## src/rtl/core/matrix_keypad_scanner_unit_assert.svh

```systemverilog
// ---------------------------------------------------------------------------
// Keypad scanner assertion macros
// Concurrent checks sampled on clk, disabled while rst_n is low.
// ---------------------------------------------------------------------------
`ifndef MATRIX_KEYPAD_SCANNER_UNIT_ASSERT_SVH
`define MATRIX_KEYPAD_SCANNER_UNIT_ASSERT_SVH

// same-cycle implication
`define KSS_ASSERT_NOW(label, ante, cons) \
  label: assert property (@(posedge clk) disable iff (!rst_n) (ante) |-> (cons)) \
    else $error("keypad scanner check failed");

// next-cycle implication
`define KSS_ASSERT_NEXT(label, ante, cons) \
  label: assert property (@(posedge clk) disable iff (!rst_n) (ante) |=> (cons)) \
    else $error("keypad scanner check failed");

`endif

```

## src/rtl/core/kss_pkg.sv

```systemverilog
// ---------------------------------------------------------------------------
// kss_pkg
// Types, constants and lookup functions of the 4x4 keypad scanner.
// ---------------------------------------------------------------------------
`timescale 1ns / 1ps
`default_nettype none

package kss_pkg;

  localparam int COL_W     = 4;
  localparam int ROW_W     = 2;
  localparam int CODE_W    = 8;
  localparam int KEY_IDX_W = 4;
  localparam int CFG_IDX_W = 8;
  localparam int CFG_DAT_W = 8;

  localparam logic [CODE_W-1:0] NO_KEY     = 8'hFF;
  localparam logic [KEY_IDX_W-1:0] STAR_IDX = 4'hC;
  localparam logic [KEY_IDX_W-1:0] HASH_IDX = 4'hE;
  localparam logic [ROW_W-1:0] LAST_ROW    = 2'd3;
  localparam logic [ROW_W-1:0] FIRST_ROW   = 2'd0;

  localparam logic [CFG_IDX_W-1:0] CFG_REPORT_ON_PRESS = 8'd0;
  localparam logic [CFG_IDX_W-1:0] CFG_HEX_MODE        = 8'd1;
  localparam logic [CFG_IDX_W-1:0] CFG_STAR_CHAR       = 8'd2;
  localparam logic [CFG_IDX_W-1:0] CFG_HASH_CHAR       = 8'd3;

  localparam logic [CODE_W-1:0] STAR_RESET = 8'h2A;
  localparam logic [CODE_W-1:0] HASH_RESET = 8'h23;

  localparam logic [CODE_W-1:0] HEX_TABLE [16] = '{
    8'h01, 8'h02, 8'h03, 8'h0A,
    8'h04, 8'h05, 8'h06, 8'h0B,
    8'h07, 8'h08, 8'h09, 8'h0C,
    8'h0F, 8'h00, 8'h0E, 8'h0D
  };

  localparam logic [CODE_W-1:0] CHAR_TABLE [16] = '{
    8'h31, 8'h32, 8'h33, 8'h41,
    8'h34, 8'h35, 8'h36, 8'h42,
    8'h37, 8'h38, 8'h39, 8'h43,
    8'h2A, 8'h30, 8'h23, 8'h44
  };

  typedef struct packed {
    logic              report_on_press;
    logic              hex_mode;
    logic [CODE_W-1:0] star_char;
    logic [CODE_W-1:0] hash_char;
  } cfg_t;

  function automatic logic [COL_W-1:0] walk_zero(logic [ROW_W-1:0] pos);
    return ~(4'b1000 >> pos);
  endfunction

  function automatic logic [CODE_W-1:0] key_lookup(logic [KEY_IDX_W-1:0] idx, cfg_t cfg);
    logic [CODE_W-1:0] code;
    if (cfg.hex_mode) begin
      code = HEX_TABLE[idx];
    end else if (idx == STAR_IDX) begin
      code = cfg.star_char;
    end else if (idx == HASH_IDX) begin
      code = cfg.hash_char;
    end else begin
      code = CHAR_TABLE[idx];
    end
    return code;
  endfunction

endpackage

`default_nettype wire

```

## src/rtl/core/kss_in_if.sv

```systemverilog
// ---------------------------------------------------------------------------
// kss_in_if
// Column sample request channel.
// ---------------------------------------------------------------------------
`timescale 1ns / 1ps
`default_nettype none

interface kss_in_if;
  import kss_pkg::*;

  logic             valid;
  logic             ready;
  logic [COL_W-1:0] column_lines;

  modport source (output valid, output column_lines, input ready);
  modport sink   (input valid, input column_lines, output ready);
endinterface

`default_nettype wire

```

## src/rtl/core/kss_out_if.sv

```systemverilog
// ---------------------------------------------------------------------------
// kss_out_if
// Scan result channel.
// ---------------------------------------------------------------------------
`timescale 1ns / 1ps
`default_nettype none

interface kss_out_if;
  import kss_pkg::*;

  logic              valid;
  logic              ready;
  logic [COL_W-1:0]  row_drive;
  logic              scan_done;
  logic              key_valid;
  logic [CODE_W-1:0] key_code;

  modport source (output valid, output row_drive, output scan_done, output key_valid,
                  output key_code, input ready);
  modport sink   (input valid, input row_drive, input scan_done, input key_valid,
                  input key_code, output ready);
endinterface

`default_nettype wire

```

## src/rtl/core/kss_cfg_if.sv

```systemverilog
// ---------------------------------------------------------------------------
// kss_cfg_if
// Register write channel.
// ---------------------------------------------------------------------------
`timescale 1ns / 1ps
`default_nettype none

interface kss_cfg_if;
  import kss_pkg::*;

  logic                 valid;
  logic                 ready;
  logic [CFG_IDX_W-1:0] index;
  logic [CFG_DAT_W-1:0] data;

  modport source (output valid, output index, output data, input ready);
  modport sink   (input valid, input index, input data, output ready);
endinterface

`default_nettype wire

```

## src/rtl/core/kss_cfg_regs.sv

```systemverilog
// ---------------------------------------------------------------------------
// kss_cfg_regs
// Configuration register file; writes to unknown indexes are dropped.
// ---------------------------------------------------------------------------
`timescale 1ns / 1ps
`default_nettype none

module kss_cfg_regs (
  input  logic          clk,
  input  logic          rst_n,
  kss_cfg_if.sink       cfg_ch,
  output kss_pkg::cfg_t cfg
);
  import kss_pkg::*;

  cfg_t cfg_r;
  cfg_t cfg_nxt;

  assign cfg_ch.ready = 1'b1;
  assign cfg          = cfg_r;

  always_comb begin
    cfg_nxt = cfg_r;
    if (cfg_ch.valid) begin
      unique case (cfg_ch.index)
        CFG_REPORT_ON_PRESS: cfg_nxt.report_on_press = cfg_ch.data[0];
        CFG_HEX_MODE:        cfg_nxt.hex_mode        = cfg_ch.data[0];
        CFG_STAR_CHAR:       cfg_nxt.star_char       = cfg_ch.data;
        CFG_HASH_CHAR:       cfg_nxt.hash_char       = cfg_ch.data;
        default:             cfg_nxt                 = cfg_r;
      endcase
    end
  end

  always_ff @(posedge clk) begin
    if (!rst_n) begin
      cfg_r.report_on_press <= 1'b1;
      cfg_r.hex_mode        <= 1'b0;
      cfg_r.star_char       <= STAR_RESET;
      cfg_r.hash_char       <= HASH_RESET;
    end else begin
      cfg_r <= cfg_nxt;
    end
  end

endmodule

`default_nettype wire

```

## src/rtl/core/kss_scan_core.sv

```systemverilog
// ---------------------------------------------------------------------------
// kss_scan_core
// Input register, row decode and key decision, result register.
// ---------------------------------------------------------------------------
`timescale 1ns / 1ps
`default_nettype none

`include "matrix_keypad_scanner_unit_assert.svh"

module kss_scan_core (
  input  logic          clk,
  input  logic          rst_n,
  input  kss_pkg::cfg_t cfg,
  kss_in_if.sink        in_ch,
  kss_out_if.source     out_ch
);
  import kss_pkg::*;

  logic              s1_valid_r;
  logic              s1_valid_nxt;
  logic [COL_W-1:0]  s1_cols_r;
  logic              s1_fire;
  logic              in_fire;

  logic [ROW_W-1:0]  row_idx_r;
  logic [ROW_W-1:0]  row_idx_nxt;
  logic [CODE_W-1:0] found_key_r;
  logic [CODE_W-1:0] found_key_nxt;
  logic [CODE_W-1:0] saved_key_r;
  logic [CODE_W-1:0] saved_key_nxt;

  logic              out_valid_r;
  logic              out_valid_nxt;
  logic [COL_W-1:0]  row_drive_r;
  logic              scan_done_r;
  logic              key_valid_r;
  logic [CODE_W-1:0] key_code_r;

  logic              hit;
  logic [ROW_W-1:0]  hit_col;
  logic [CODE_W-1:0] key;
  logic [CODE_W-1:0] report;
  logic              done;

  assign s1_fire      = s1_valid_r && (!out_valid_r || out_ch.ready);
  assign in_ch.ready  = !s1_valid_r || s1_fire;
  assign in_fire      = in_ch.valid && in_ch.ready;
  assign s1_valid_nxt = in_fire || (s1_valid_r && !s1_fire);
  assign out_valid_nxt = s1_fire || (out_valid_r && !out_ch.ready);

  always_comb begin
    hit     = 1'b0;
    hit_col = '0;
    for (int c = 0; c < 4; c++) begin
      if (s1_cols_r == walk_zero(ROW_W'(c))) begin
        hit     = 1'b1;
        hit_col = ROW_W'(c);
      end
    end
  end

  always_comb begin
    done = (row_idx_r == LAST_ROW);
    key  = (row_idx_r == FIRST_ROW) ? NO_KEY : found_key_r;
    if (hit) begin
      key = key_lookup({row_idx_r, hit_col}, cfg);
    end
    report        = NO_KEY;
    saved_key_nxt = saved_key_r;
    found_key_nxt = key;
    if (done) begin
      found_key_nxt = NO_KEY;
      if (cfg.report_on_press && (saved_key_r != key)) begin
        saved_key_nxt = key;
        report        = key;
      end else if (key == NO_KEY) begin
        saved_key_nxt = NO_KEY;
        report        = saved_key_r;
      end else begin
        saved_key_nxt = key;
      end
    end
    row_idx_nxt = row_idx_r + 1'b1;
  end

  always_ff @(posedge clk) begin
    if (!rst_n) begin
      s1_valid_r  <= 1'b0;
      out_valid_r <= 1'b0;
      row_idx_r   <= '0;
      found_key_r <= NO_KEY;
      saved_key_r <= NO_KEY;
    end else begin
      s1_valid_r  <= s1_valid_nxt;
      out_valid_r <= out_valid_nxt;
      if (s1_fire) begin
        row_idx_r   <= row_idx_nxt;
        found_key_r <= found_key_nxt;
        saved_key_r <= saved_key_nxt;
      end
    end
  end

  always_ff @(posedge clk) begin
    if (in_fire) begin
      s1_cols_r <= in_ch.column_lines;
    end
    if (s1_fire) begin
      row_drive_r <= walk_zero(row_idx_nxt);
      scan_done_r <= done;
      key_valid_r <= done && (report != NO_KEY);
      key_code_r  <= report;
    end
  end

  assign out_ch.valid     = out_valid_r;
  assign out_ch.row_drive = row_drive_r;
  assign out_ch.scan_done = scan_done_r;
  assign out_ch.key_valid = key_valid_r;
  assign out_ch.key_code  = key_code_r;

  `KSS_ASSERT_NOW(a_key_code_mid_scan, out_valid_r && !scan_done_r, key_code_r == NO_KEY)
  `KSS_ASSERT_NOW(a_key_valid_code, out_valid_r, key_valid_r == (key_code_r != NO_KEY))
  `KSS_ASSERT_NOW(a_row_one_zero, out_valid_r, $countones(row_drive_r) == 3)
  `KSS_ASSERT_NEXT(a_row_wrap, s1_fire && done, row_idx_r == FIRST_ROW && found_key_r == NO_KEY)

endmodule

`default_nettype wire

```

## src/rtl/core/matrix_keypad_scanner_unit.sv

```systemverilog
// ---------------------------------------------------------------------------
// matrix_keypad_scanner_unit
// 4x4 keypad scanner: one column sample request in, one scan result out.
// ---------------------------------------------------------------------------
// Usage:
//   in_ch carries one column sample per request, taken for the row that the
//   previous result's row_drive selected (row one after reset).
//   out_ch returns one result per request: next row pattern, scan_done after
//   the fourth row, and the decided key code (255 and key_valid low for none).
//   cfg_ch writes report_on_press, hex_mode, star_char, hash_char by index;
//   it is always ready; the user must see that writes go in only while no
//   request is in flight, as the block does not enforce it.
// Throughput: one request per cycle while out_ch.ready holds; the input
//   register and the result register form a two-entry pipeline, so a
//   request is taken while a result waits.
// Reset: row counter to row one, found and saved keys to none, registers to
//   their defaults, both pipeline stages empty.
// Stall: a held result keeps its request in the input register; in_ch.ready
//   drops while both stages are full and the result is held.
// ---------------------------------------------------------------------------
`timescale 1ns / 1ps
`default_nettype none

module matrix_keypad_scanner_unit (
  input  logic      clk,
  input  logic      rst_n,
  kss_in_if.sink    in_ch,
  kss_out_if.source out_ch,
  kss_cfg_if.sink   cfg_ch
);
  import kss_pkg::*;

  cfg_t cfg;

  kss_cfg_regs u_cfg_regs (
    .clk    (clk),
    .rst_n  (rst_n),
    .cfg_ch (cfg_ch),
    .cfg    (cfg)
  );

  kss_scan_core u_scan_core (
    .clk    (clk),
    .rst_n  (rst_n),
    .cfg    (cfg),
    .in_ch  (in_ch),
    .out_ch (out_ch)
  );

endmodule

`default_nettype wire
```

## src/flat_wrapper.sv

```systemverilog
// flat-port wrapper written by rule: the top's interface ports become plain ports
module matrix_keypad_scanner_unit_flat import kss_pkg::*;
  (clk, rst_n, in_ch_valid, in_ch_column_lines, in_ch_ready, out_ch_valid, out_ch_row_drive, out_ch_scan_done, out_ch_key_valid, out_ch_key_code, out_ch_ready, cfg_ch_valid, cfg_ch_index, cfg_ch_data, cfg_ch_ready);
  kss_in_if in_ch_i ();
  kss_out_if out_ch_i ();
  kss_cfg_if cfg_ch_i ();
  input  logic clk;
  input  logic rst_n;
  input wire logic [$bits(in_ch_i.valid)-1:0] in_ch_valid;
  input wire logic [$bits(in_ch_i.column_lines)-1:0] in_ch_column_lines;
  output wire logic [$bits(in_ch_i.ready)-1:0] in_ch_ready;
  output wire logic [$bits(out_ch_i.valid)-1:0] out_ch_valid;
  output wire logic [$bits(out_ch_i.row_drive)-1:0] out_ch_row_drive;
  output wire logic [$bits(out_ch_i.scan_done)-1:0] out_ch_scan_done;
  output wire logic [$bits(out_ch_i.key_valid)-1:0] out_ch_key_valid;
  output wire logic [$bits(out_ch_i.key_code)-1:0] out_ch_key_code;
  input wire logic [$bits(out_ch_i.ready)-1:0] out_ch_ready;
  input wire logic [$bits(cfg_ch_i.valid)-1:0] cfg_ch_valid;
  input wire logic [$bits(cfg_ch_i.index)-1:0] cfg_ch_index;
  input wire logic [$bits(cfg_ch_i.data)-1:0] cfg_ch_data;
  output wire logic [$bits(cfg_ch_i.ready)-1:0] cfg_ch_ready;
  assign in_ch_i.valid = in_ch_valid;
  assign in_ch_i.column_lines = in_ch_column_lines;
  assign in_ch_ready = in_ch_i.ready;
  assign out_ch_valid = out_ch_i.valid;
  assign out_ch_row_drive = out_ch_i.row_drive;
  assign out_ch_scan_done = out_ch_i.scan_done;
  assign out_ch_key_valid = out_ch_i.key_valid;
  assign out_ch_key_code = out_ch_i.key_code;
  assign out_ch_i.ready = out_ch_ready;
  assign cfg_ch_i.valid = cfg_ch_valid;
  assign cfg_ch_i.index = cfg_ch_index;
  assign cfg_ch_i.data = cfg_ch_data;
  assign cfg_ch_ready = cfg_ch_i.ready;
  matrix_keypad_scanner_unit u_core (.clk(clk), .rst_n(rst_n), .in_ch(in_ch_i), .out_ch(out_ch_i), .cfg_ch(cfg_ch_i));
endmodule
```

## config.mk

```make
export PLATFORM = sky130hd
export DESIGN_NAME = matrix_keypad_scanner_unit_flat
export DESIGN_NICKNAME = d
export VERILOG_FILES = /design/src/rtl/core/kss_pkg.sv /design/src/rtl/core/kss_in_if.sv /design/src/rtl/core/kss_out_if.sv /design/src/rtl/core/kss_cfg_if.sv /design/src/rtl/core/kss_cfg_regs.sv /design/src/rtl/core/kss_scan_core.sv /design/src/rtl/core/matrix_keypad_scanner_unit.sv /design/src/flat_wrapper.sv
export VERILOG_INCLUDE_DIRS = /design/src /design/src/rtl/core
export SDC_FILE = /design/constraint.sdc
export NUM_CORES = 1
export LEC_CHECK = 0
export BUFFER_PORTS_ARGS = -buffer_cell sky130_fd_sc_hd__buf_4
export CAP_MARGIN = 40
export CORE_MARGIN = 2
export CORE_UTILIZATION = 30
export DETAILED_ROUTE_END_ITERATION = 7
export SETUP_SLACK_MARGIN = 0.2
export SLEW_MARGIN = 20
export SYNTH_ARGS = -nofsm -noshare
export SYNTH_HDL_FRONTEND = slang
export SYNTH_SLANG_ARGS = --single-unit
export TNS_END_PERCENT = 1
```

## constraint.sdc

```tcl
create_clock -name clk -period 3.6 [get_ports clk]
set_clock_uncertainty 0.05 [all_clocks]
set_input_delay 0 -clock clk [delete_from_list [all_inputs] [get_ports clk]]
set_output_delay 0 -clock clk [all_outputs]
set_load 0.05 [all_outputs]
```

==> run_results.csv, run 1 <==
group,metric,value,unit
power_and_ir_drop,peakVddDrop,0.180,mV
detailed_routing,routed_via_density,5.06,
yosys,ys_seq_area_share,40.2,%
power_and_ir_drop,clkPwrFrac,25.4,%
sta,max_freq,286,MHz
placed_design,io_buffer_count,40,
clock_network,path_clk_slew,0.10,ns
yosys,async_reset_ff_share,0,%
global_routing,grt_overflow,0,
clock_network,numClockSinks,56,
power_and_ir_drop,combinationalPowerShare,24.5,%
floorplanning,num_io_pins,42,
sta,tns,0,ns
clock_network,root_buffer,"clkbuf_8",
placed_design,dp_hpwl,5760,um
floorplanning,die_area,11600,um^2
yosys,syn_area,3240,um^2
yosys,synthFlopType,"dfxtp_1",
detailed_routing,drt_first_pass_iters,4,
critical_path,path_max_fanout,4,
power_and_ir_drop,power_leakage,1.77,nW
sta,min_period_over_period,97.0,%
detailed_routing,drc,0,
yosys,syn_nets,385,
detailed_routing,drt-total-wl,8240,um
critical_path,worst_ep_arrival_time,3.52,ns
placed_design,pre_cts_ws,0.0294,ns
run_status,status,"complete, no violations",
power_and_ir_drop,seq_power_share,50.1,%
global_routing,antenna_found_initial,0,
floorplanning,initial_core_util,31.1,%
global_routing,grt_max_degree,39,
yosys,syn_avg_cell_area,9.25,um^2
yosys,synth_cell_types,65,
critical_path,path_class,"reg -> reg",
power_and_ir_drop,power_density,308,nW/um^2
critical_path,r2r_setup_slack,0.11,ns
critical_path,crit_start,"u_core.u_scan_core.s1_cols_r[0]",
worst_hold_path,hold_class,"in -> reg",
clock_network,h-tree-depth,2,
critical_path,worstSetupEndpointType,"flop",
yosys,netlist_instances,350,
detailed_routing,wire_per_inst,14.4,um
layout,fillers,1008,
floorplanning,core_area,10400,um^2
sta,slew_violations,0,
sta,rsz0062_at_grt,"yes",
worst_hold_path,hp-start,"cfg_ch_index[3]",
yosys,synth_edf_count,18,
clock_network,clkLatencyLatePin,0.31,ns
detailed_routing,drt_iter0_drc,137,
yosys,synth_seq_cells,56,
power_and_ir_drop,p_sw,0.378,mW
clock_network,cts_max_path_buffers,2,
critical_path,critPathTopFamily,"simple AND/OR/NAND/NOR gates",
layout,syn_to_final_growth,34.6,%
flow_run,drv_cap,0,
critical_path,critPathBufInv,2,
sta,setup_slack,0.108,ns
sta,tightest_slew,0.641,ns
floorplanning,num_rows,37,
clock_network,cts_tree,"yes",
power_and_ir_drop,p_int,0.965,mW
critical_path,cpPeakStageDelay,0.49,ns
clock_network,cts-buffers-inserted,5,
critical_path,required,3.62,ns
critical_path,startpoint_type,"flop",
global_routing,grt_pass1_vias,3040,
placed_design,place_inst,526,
power_and_ir_drop,netSwitchingFraction,28.2,%
layout,n_antenna_cell,0,
yosys,yosys_warnings,0,
global_routing,track_usage,15.0,%
sta,setup_violations,0,
layout,stdcell_count,572,
layout,nets,470,
layout,drive_above_1_share,28.0,%
floorplanning,die_w,108,um
critical_path,r2r-start,"u_core.u_scan_core.s1_cols_r[0]",
critical_path,worst_path_max_delay_cell,"or4_4",
detailed_routing,vias,2897,
global_routing,grt_pass1_wl,14000,um
sta,relSlewSlack,57.0,%
critical_path,path_cells,"buf_6 > xor2_2 > nand2_2 > buf_6 > ha_4 > nor2_4 > a21oi_1 > a211o_1 > a211oi_4 > a21oi_1 > or4_4 > or3_1 > mux2_4",
detailed_routing,ant_nets,0,
placed_design,gp_congestion,0.916,
sta,hold_viol,0,
floorplanning,die_y,108,um
sta,fin_crit,3.49,ns
synth_stat cells (9+ instances only):
master,n,area (um^2)
a21oi_1,9,45.0
and2_1,9,56.3
clkbuf_1,11,41.3
dfxtp_1,38,761
edfxtp_1,18,541
ha_1,10,125
inv_1,10,37.5
mux2i_1,23,230
nand2_1,48,180
nand3_1,9,45.0
nor2_1,20,75.1
nor2b_1,14,87.6
nor3_1,14,70.1
o211ai_1,11,82.6
layout by cell type, fill, tap and decap left out, types with 3 or more instances in the layout:
cell type / instances
a21o_1: 4
a21oi_1: 9
a31oi_1: 3
a31oi_2: 3
and2_1: 9
buf_4: 74
buf_6: 7
clkbuf_8: 5
dfxtp_1: 38
dlygate4sd3_1: 20
edfxtp_1: 18
ha_1: 8
inv_1: 9
mux2i_1: 22
nand2_1: 45
nand2_2: 3
nand2b_1: 5
nand3_1: 9
nand3b_1: 3
nor2_1: 17
nor2b_1: 14
nor3_1: 12
nor3b_1: 3
nor4_1: 3
o2111ai_1: 5
o211ai_1: 11
o21ai_0: 7
xnor2_1: 3
xor2_1: 5
sequential cells by signal (all words and copies together), names as in the netlist:
signal and flops:
u_core.u_cfg_regs.cfg 18, u_core.u_scan_core.found_key_r 8, u_core.u_scan_core.out_ch.key_code 8, u_core.u_scan_core.saved_key_r 8
u_core.u_scan_core.out_ch.row_drive 4, u_core.u_scan_core.s1_cols_r 4, u_core.u_scan_core.row_idx_r 2, u_core.u_scan_core.out_ch.key_valid 1
u_core.u_scan_core.out_ch.scan_done 1, u_core.u_scan_core.out_ch.valid 1, u_core.u_scan_core.s1_valid_r 1
worst min-delay path: cells and delay by family:
kind                   cells  cell delay [ns]
and+or+nand+nor            2             0.23
AOI/OAI and AO/OA          1             0.14
buffers and inverters      1             0.07
stage by stage:
step,hold slack [ns],util (%),power [mW],cell area (um^2)
after global placement,0.130,36.3,0.938,3780
after detailed placement,0.130,36.3,0.941,3780
after CTS,0.114,41.0,1.33,4280
after global routing,0.142,41.8,1.41,4360
final,0.113,41.8,1.34,4360
after floorplan,0.0489,-,0.859,3270
final timing paths:
check                                          end  depth (start not counted)
max          u_core.u_scan_core.out_ch.key_code[7]                         13
min                      u_core.u_cfg_regs.cfg[17]                          4
max reg2reg  u_core.u_scan_core.out_ch.key_code[7]                         13
min reg2reg      u_core.u_scan_core.found_key_r[3]                          2
cell families (layout without fill, tap and decap cells):
logic type / Yosys count / after routing / share of synthesized area [%]
mux: 25 / 25 / 7.92
flops: 56 / 56 / 40.2
buf+inv: 34 / 120 / 5.33
fa+ha+maj: 10 / 10 / 3.86
xor+xnor: 11 / 11 / 3.21
compound gates: 72 / 72 / 17.2
simple gates: 141 / 141 / 22.2
other cells: 1 / 1 / 0.116
layout make-up:
cell class | count | area [um^2] | share of cell area (%)
multi-input combinational | 260 | 1930 | 44.2
sequential | 56 | 1300 | 29.9
timing repair buffer | 101 | 835 | 19.1
tap | 136 | 170 | 3.90
clock buffer | 7 | 76.3 | 1.75
inverter | 11 | 41.3 | 0.947
clock inverter | 1 | 8.76 | 0.201
metal layers:
metal | wire, um | global-route usage [%] | share of wire, % | up-vias
met5 | 0 | 0 | 0 | -
met4 | 314 | 7.42 | 3.8 | 0
met3 | 309 | 2.36 | 3.7 | 26
met2 | 3940 | 25.5 | 48 | 87
met1 | 3680 | 18.2 | 45 | 1351
li1 | - | - | - | 1433
power by group through the flow:
stage / Sequential [mW] / Combinational, mW / Clock (mW)
6_report: 0.673 / 0.329 / 0.342
3_5_place_dp: 0.688 / 0.253 / 0
5_1_grt: 0.675 / 0.359 / 0.376
4_1_cts: 0.673 / 0.304 / 0.349
2_1_floorplan: 0.697 / 0.162 / 0
3_3_place_gp: 0.688 / 0.250 / 0
timing repair:
action | 4_1_cts | 5_1_grt
setup buffers | 17 | 1
hold buffers | 20 | 0
endpoints found under the setup margin | 9 | 9
hold endpoints to repair | 27 | 0
pin swaps | 7 | 6
resized for setup | 17 | 15
Note: power is estimated with default switching activity, not from simulation.
==> inputs of run 2 (changes only) <==
- clock period: 3.6 -> 4.35 ns (I/O delays scaled with it)
==> run 2 against run 1 <==
Effect of this change: final cell count is 6.6% lower; critical endpoint unchanged; maximum frequency is 9.9% lower; critical path type unchanged; global-route usage is 1.4 points lower; die area stayed put; largest cell class unchanged; total power is 22% lower; register-to-register slack better by 0.36 ns.
==> run_results.csv, run 2 (same netlist as run 1, synthesis figures left out) <==
group,metric,value,unit
detailed_routing,drt_first_pass_iters,4,
critical_path,path_class,"reg -> reg",
floorplanning,die_area,11600,um^2
layout,largest_register_ffs,18,
critical_path,worst_ep_arrival_time,3.90,ns
critical_path,cp_common_cell,"or3_1",
global_routing,antenna_found_initial,0,
power_and_ir_drop,power_density,268,nW/um^2
global_routing,grt_overflow,0,
placed_design,dp_hpwl,5540,um
floorplanning,die_w,108,um
sta,tightest_slew,0.623,ns
layout,n_antenna_cell,0,
sta,rsz0062_at_grt,"no",
global_routing,use_met3,2.36,%
flow_run,drv_cap,0,
sta,tns,0,ns
detailed_routing,drt_iter0_drc,137,
detailed_routing,drt-total-wl,7550,um
clock_network,numClockSinks,56,
detailed_routing,routed_via_density,5.05,
detailed_routing,wire_per_inst,14.1,um
critical_path,startpoint_type,"flop",
sta,min_period_over_period,89.1,%
critical_path,required,4.38,ns
critical_path,critPathTopFamily,"simple AND/OR/NAND/NOR gates",
clock_network,postCtsSetupBuffers,0,
sta,setup_violations,0,
layout,syn_to_final_growth,20.8,%
sta,slew_violations,0,
critical_path,path_cells,"xnor2_2 > nor2_1 > inv_1 > ha_2 > and2_1 > a31o_2 > a21oi_1 > o32a_1 > or3_1 > or4_4 > or3_1 > mux2_4",
critical_path,cpPeakStageDelay,0.57,ns
placed_design,gp_congestion,0.907,
sta,hold_viol,0,
critical_path,critPathBufInv,1,
critical_path,worst_path_max_delay_cell,"edfxtp_1",
worst_hold_path,hold_class,"in -> reg",
sta,relSlewSlack,58.4,%
placed_design,pre_cts_ws,0.348,ns
layout,drive_above_1_share,17.6,%
clock_network,clkLatencyLatePin,0.32,ns
power_and_ir_drop,power_leakage,1.56,nW
placed_design,io_buffer_count,40,
layout,nets,432,
global_routing,track_usage,13.6,%
critical_path,worstSetupEndpointType,"flop",
clock_network,h-tree-depth,2,
clock_network,root_buffer,"clkbuf_8",
floorplanning,core_area,10400,um^2
global_routing,grt_pass1_vias,2606,
layout,final_common_cell,"nand2_1",
clock_network,path_clk_slew,0.10,ns
critical_path,path_max_fanout,11,
floorplanning,num_io_pins,42,
floorplanning,initial_core_util,31.1,%
power_and_ir_drop,peakVddDrop,0.130,mV
clock_network,cts-buffers-inserted,5,
floorplanning,die_y,108,um
detailed_routing,ant_nets,0,
sta,max_freq,258,MHz
global_routing,use_met2,22.9,%
detailed_routing,drc,0,
global_routing,grt_max_degree,39,
clock_network,cts_max_path_buffers,2,
global_routing,grt_pass1_wl,12700,um
layout,final_cell_mix,"nand2_1 (48), buf_4 (45), dfxtp_1 (38), mux2i_1 (23), nor2_1 (20)",
floorplanning,num_rows,37,
detailed_routing,vias,2698,
global_routing,globalRouteMet1Util,18.1,%
clock_network,cts_tree,"yes",
sta,fin_crit,3.88,ns
sta,setup_slack,0.473,ns
global_routing,top_usage_layer,"met2",
run_status,status,"complete, no violations",
==> run 2: cell count changes in the layout (fill, tap and decap cells not counted), sizes merged <==
cell,change
clkinvlp,+1
clkbuf,-2
dlygate4sd3,-2
inv,+1
buf,-36
==> run 2: tightest hold or removal path: cells and delay by family <==
family / cells / cell delay, ns
AO/OA/AOI/OAI: 1 / 0.15
buffers and inverters: 1 / 0.08
AND/OR/NAND/NOR: 2 / 0.22
==> run 2: timing repair <==
item	in CTS	in global routing
endpoints found under the hold margin	27	0
gates resized for setup	0	5
hold buffers	18	0
endpoints found under the setup margin	0	7
==> run 2: final cells by class <==
| class | count | area (um^2) |
|---|---|---|
| Clock buffer | 5 | 68.8 |
| Clock inverter | 3 | 21.3 |
| Fill cell | 1053 | 6500 |
| Inverter | 11 | 41.3 |
| Multi-Input combinational cell | 260 | 1790 |
| Sequential cell | 56 | 1300 |
| Tap cell | 136 | 170 |
| Timing Repair Buffer | 63 | 518 |
==> run 2: power breakdown <==
part | internal (mW) | total (mW) | leakage [nW] | switching [mW]
registers | 0.550 | 0.562 | 0.448 | 0.0115
logic | 0.0856 | 0.196 | 1.07 | 0.111
clock network | 0.115 | 0.288 | 0.0445 | 0.174
==> run 2: routing by layer <==
metal	up-vias	share of wire, %
met5	-	0
met4	0	1.0
met3	11	4.4
met2	70	48
met1	1262	47
li1	1355	-
==> run 2: final timing paths <==
kind,start,to,slack [ns],cells after the start
min reg2reg,u_core.u_cfg_regs.cfg[1],u_core.u_cfg_regs.cfg[1],0.43,2
min,cfg_ch_index[5],u_core.u_cfg_regs.cfg[17],0.11,4
max,u_core.u_scan_core.s1_cols_r[0],u_core.u_scan_core.out_ch.key_code[7],0.47,12
max reg2reg,u_core.u_scan_core.s1_cols_r[0],u_core.u_scan_core.out_ch.key_code[7],0.47,12
==> run 2: metrics by stage <==
step                utilization [%]  std cells  hold slack (ns)  area (um^2)  power (mW)
floorplan                         -        350           0.0489         3240       0.707
global placement               34.7        508            0.130         3610       0.752
detailed placement             34.7        508            0.131         3610       0.755
CTS                            37.3        534            0.110         3880        1.05
global route                   37.5        534            0.168         3910        1.09
finish                         37.5        534            0.113         3910        1.05
